[src/rtl/core/gchv_div.sv]
module gchv_div (
  input  logic        clk,
  input  logic        rst,
  input  logic        start,
  input  logic [31:0] dividend,
  input  logic [31:0] divisor,
  output logic        done,
  output logic [31:0] quot,
  output logic [31:0] rem
);

  logic [5:0]  cnt;
  logic        active;
  logic [32:0] rem_sh;
  logic [32:0] trial;

  assign rem_sh = {rem, quot[31]};
  assign trial  = rem_sh - {1'b0, divisor};

  // restoring divider, one quotient bit per cycle
  always_ff @(posedge clk) begin
    if (rst) begin
      active <= 1'b0;
      cnt    <= '0;
      done   <= 1'b0;
    end else begin
      done <= 1'b0;
      if (start) begin
        active <= 1'b1;
        cnt    <= 6'd32;
      end else if (active) begin
        cnt <= cnt - 6'd1;
        if (cnt == 6'd1) begin
          active <= 1'b0;
          done   <= 1'b1;
        end
      end
    end
  end

  always_ff @(posedge clk) begin
    if (start) begin
      rem  <= '0;
      quot <= dividend;
    end else if (active) begin
      if (!trial[32]) begin
        rem  <= trial[31:0];
        quot <= {quot[30:0], 1'b1};
      end else begin
        rem  <= rem_sh[31:0];
        quot <= {quot[30:0], 1'b0};
      end
    end
  end

endmodule

[config.mk]
export PLATFORM = sky130hd
export DESIGN_NAME = gchv_div
export DESIGN_NICKNAME = d
export VERILOG_FILES = /design/src/rtl/core/gchv_div.sv
export SDC_FILE = /design/constraint.sdc
export NUM_CORES = 1
export LEC_CHECK = 0
export ABC_CLOCK_PERIOD_IN_PS = 6300
export BUFFER_PORTS_ARGS = -buffer_cell sky130_fd_sc_hd__buf_4
export CAP_MARGIN = 10
export CORE_ASPECT_RATIO = 1.4
export CORE_MARGIN = 4
export CORE_UTILIZATION = 58
export DETAILED_ROUTE_END_ITERATION = 10
export PLACE_DENSITY = 0.92
export SYNTH_ARGS = -nofsm -noshare
export SYNTH_HDL_FRONTEND = slang
export SYNTH_SLANG_ARGS = --single-unit
[constraint.sdc]
create_clock -name clk -period 6.3 [get_ports clk]
set_input_delay 0.63 -clock clk [delete_from_list [all_inputs] [get_ports clk]]
set_output_delay 0.63 -clock clk [all_outputs]
set_load 0.01 [all_outputs]
==> flow_summary.json <==
{
  "layout_setup_ws_ps": 2850,
  "grt_pass1_wl_microns": 22000,
  "ys_types": 66,
  "leakage_nw": 2.77,
  "synth-simple-area-share": 0.142,
  "max_cap_violations": 0,
  "finalHoldViolCount": 0,
  "cts.clk_slew.worst_paths_ps": 70,
  "grt_max_degree": 64,
  "cts_made_buffers": 9,
  "yosysSeqAreaShare": 0.348,
  "worstMarginPinSlew_ps": 753,
  "rows": 40,
  "r2r_start": "quot[31]$_DFFE_PP_",
  "die_w_microns": 86.9,
  "power_frac_seq": 0.385,
  "place.gp.congestion": 0.913,
  "cts_buffer_depth": 2,
  "start_util": 0.591,
  "core_area_sq_um": 8560,
  "synth_mux_area_frac": 0.0868,
  "powerDensity_nw_per_um2": 235,
  "vias": 4746,
  "post_drt_wl_per_cell_microns": 17.6,
  "timing.rr.end": "rem[23]$_SDFFE_PP0P_",
  "worstPathRequired_ps": 6480,
  "synth_edf_count": 32,
  "pwr-share-clk": 0.332,
  "num_antenna_cells": 0,
  "hold_path.class": "in2reg",
  "viasPerCell": 6.06,
  "r2r_slack_ps": 2850,
  "overflow": 0,
  "final_common_cell": "buf_4",
  "setup_violations": 0,
  "p_total_mw": 1.48,
  "hold-path-endpoint": "active$_SDFF_PP0_",
  "r2r_cells": 12,
  "io_pins": 132,
  "first_iter_violations": 306,
  "worst_path_largest_cell_delay_ps": 480,
  "drtAntennaViolNets": 0,
  "totalWireLength_microns": 13800,
  "synth-xor-area-share": 0.0485,
  "p_sw_frac": 0.320,
  "p_int_mw": 1.01,
  "p_sw_mw": 0.474,
  "cts_tree": "yes",
  "h-tree-depth": 3,
  "port_buffers": 131,
  "synth-seq-cells": 72,
  "outcome": "complete, no violations",
  "placed_area_sq_um": 6020,
  "drt_first_pass_iters": 5,
  "fin_skew_ps": 9.79,
  "final_cell_mix": "buf_4, nor2_1, inv_1, a21oi_1, dfxtp_1",
  "insertion_delay_ps": 330,
  "hp-start": "rst",
  "grt_pass1_vias": 4746,
  "critPathSlowestCell": "nand2_2",
  "post-cts-setup-buffers": 0,
  "antenna_found_initial": 0,
  "min_period_ps": 3450,
  "synth_compound_gate_area_share": 0.221,
  "die_h_microns": 119,
  "slew_headroom": 0.498,
  "avgSynthCellArea_sq_um": 9.04,
  "final_nets": 775,
  "synth_fa_ha_area_frac": 0.0880,
  "synth_fp_nets": 662,
  "min_path_cells": 2,
  "comb_power_share": 0.282,
  "cts.sinks": 72,
  "grt_setup_unrepaired": "false",
  "synthFlopType": "dfxtp_1",
  "area_growth_pct": 24.6,
  "nFillCells": 588,
  "multi_input_area_sq_um": 2970,
  "hpwlAfterDp_microns": 9870,
  "drcViolationCount": 0,
  "path_cells": "inv_1, ha_1, fa_1, nor2b_1, o31a_1, o21a_1, o211ai_1, a211oi_1, nand2_2, and2_1, a311oi_1, nor3_1",
  "stdcell_area_sq_um": 6300,
  "endpoint_kind": "flip-flop",
  "critPathKind": "reg2reg",
  "ir_drop_mv": 0.173,
  "cts-resized-gates": 0,
  "postCtsHoldBufs": 0,
  "timing.final.max_slew_violations": 0,
  "timing.fmax_ghz": 0.289,
  "synth_top_family_by_area": "compound AO/OA/AOI/OAI gates",
  "setup_tns_ps": 0,
  "synthArstFlopShare": 0,
  "netlist_area_sq_um": 5060,
  "grtUsageTotal": 0.264,
  "period_share": 0.548,
  "synthCells": 560,
  "pre_cts_slack_ps": 2570,
  "critPathMaxFanout": 34,
  "drive_gt1_frac": 0.295,
  "root_buffer": "clkbuf_16",
  "crit_arrival_ps": 3640,
  "ff_latch_area_sq_um": 1760,
  "dieArea_sq_um": 10300,
  "crit_path_start_kind": "flip-flop",
  "yosys_warnings": 0
}
-- worst max-delay path, delay by kind of cell, from the launching register on --
kind | cells | cell delay, ps
fa+ha+maj | 2 | 580
flops | 1 | 380
buf+inv | 1 | 60
compound gates | 5 | 1140
simple gates | 4 | 1140
-- cells by family (layout without fill, tap and decap cells) --
family,Yosys count,in the layout
muxes,40,40
AOI/OAI and AO/OA,160,160
and+or+nand+nor,152,152
DFF,72,72
adders and majority gates,35,35
xor gates and xnor gates,28,28
buffers and inverters,73,191
-- routing by layer --
metal  track usage  vias up  part of all wire
met5             0        -                 0
li1              -     2269                 -
met4         0.112        0             0.036
met1         0.299     2213              0.37
met3        0.0607       40             0.078
met2         0.463      224              0.52
-- cell usage after synthesis, types with 11 or more instances --
cell / instances / area share
xor2_1: 11 / 0.019
a211oi_1: 23 / 0.034
o21ai_0: 28 / 0.028
clkbuf_1: 21 / 0.016
nand2_1: 37 / 0.027
ha_1: 34 / 0.084
inv_1: 42 / 0.031
edfxtp_1: 32 / 0.19
mux2_2: 31 / 0.069
a21oi_1: 40 / 0.040
dfxtp_1: 40 / 0.16
nor3_1: 15 / 0.015
nor2_1: 56 / 0.042
a21o_1: 11 / 0.016
xnor2_1: 17 / 0.029
-- worst max path at each step --
stage                                       to  cells after the start               start  slack [ps]
final                     rem[23]$_SDFFE_PP0P_                     12  quot[31]$_DFFE_PP_        2850
after global routing      rem[23]$_SDFFE_PP0P_                     12  quot[31]$_DFFE_PP_        2520
after CTS                 rem[23]$_SDFFE_PP0P_                     12  quot[31]$_DFFE_PP_        2860
after detailed placement  rem[23]$_SDFFE_PP0P_                     12          divisor[0]        2570
after global placement    rem[23]$_SDFFE_PP0P_                     12          divisor[0]        2640
after floorplan           rem[30]$_SDFFE_PP0P_                     12          divisor[0]        3290
-- layout make-up --
class,instances,share of cell area
clock buffers,9,0.0357
well taps,105,0.0208
repair buffers,133,0.158
multi-input cells,415,0.471
clock inverters,7,0.00973
flip-flops and latches,72,0.280
inverters,42,0.0250
-- registers in the layout (all words and copies together), names as in the netlist --
signal / cells
quot: 32
done: 1
cnt: 6
rem: 32
active: 1
-- power by group through the flow --
stage	combinational (mW)	clock, mW	sequential, mW
global route	0.456	0.522	0.576
finish	0.418	0.493	0.571
CTS	0.416	0.498	0.570
global placement	0.397	0	0.576
floorplan	0.258	0	0.590
detailed placement	0.411	0	0.579
-- metrics by stage --
step	utilization	hold WS [ps]	instances
finish	0.736	454	783
global route	0.736	455	783
CTS	0.736	448	783
detailed placement	0.703	483	767
global placement	0.703	471	767
floorplan	-	463	560
No activity file was read; power rests on OpenSTA's default activity.
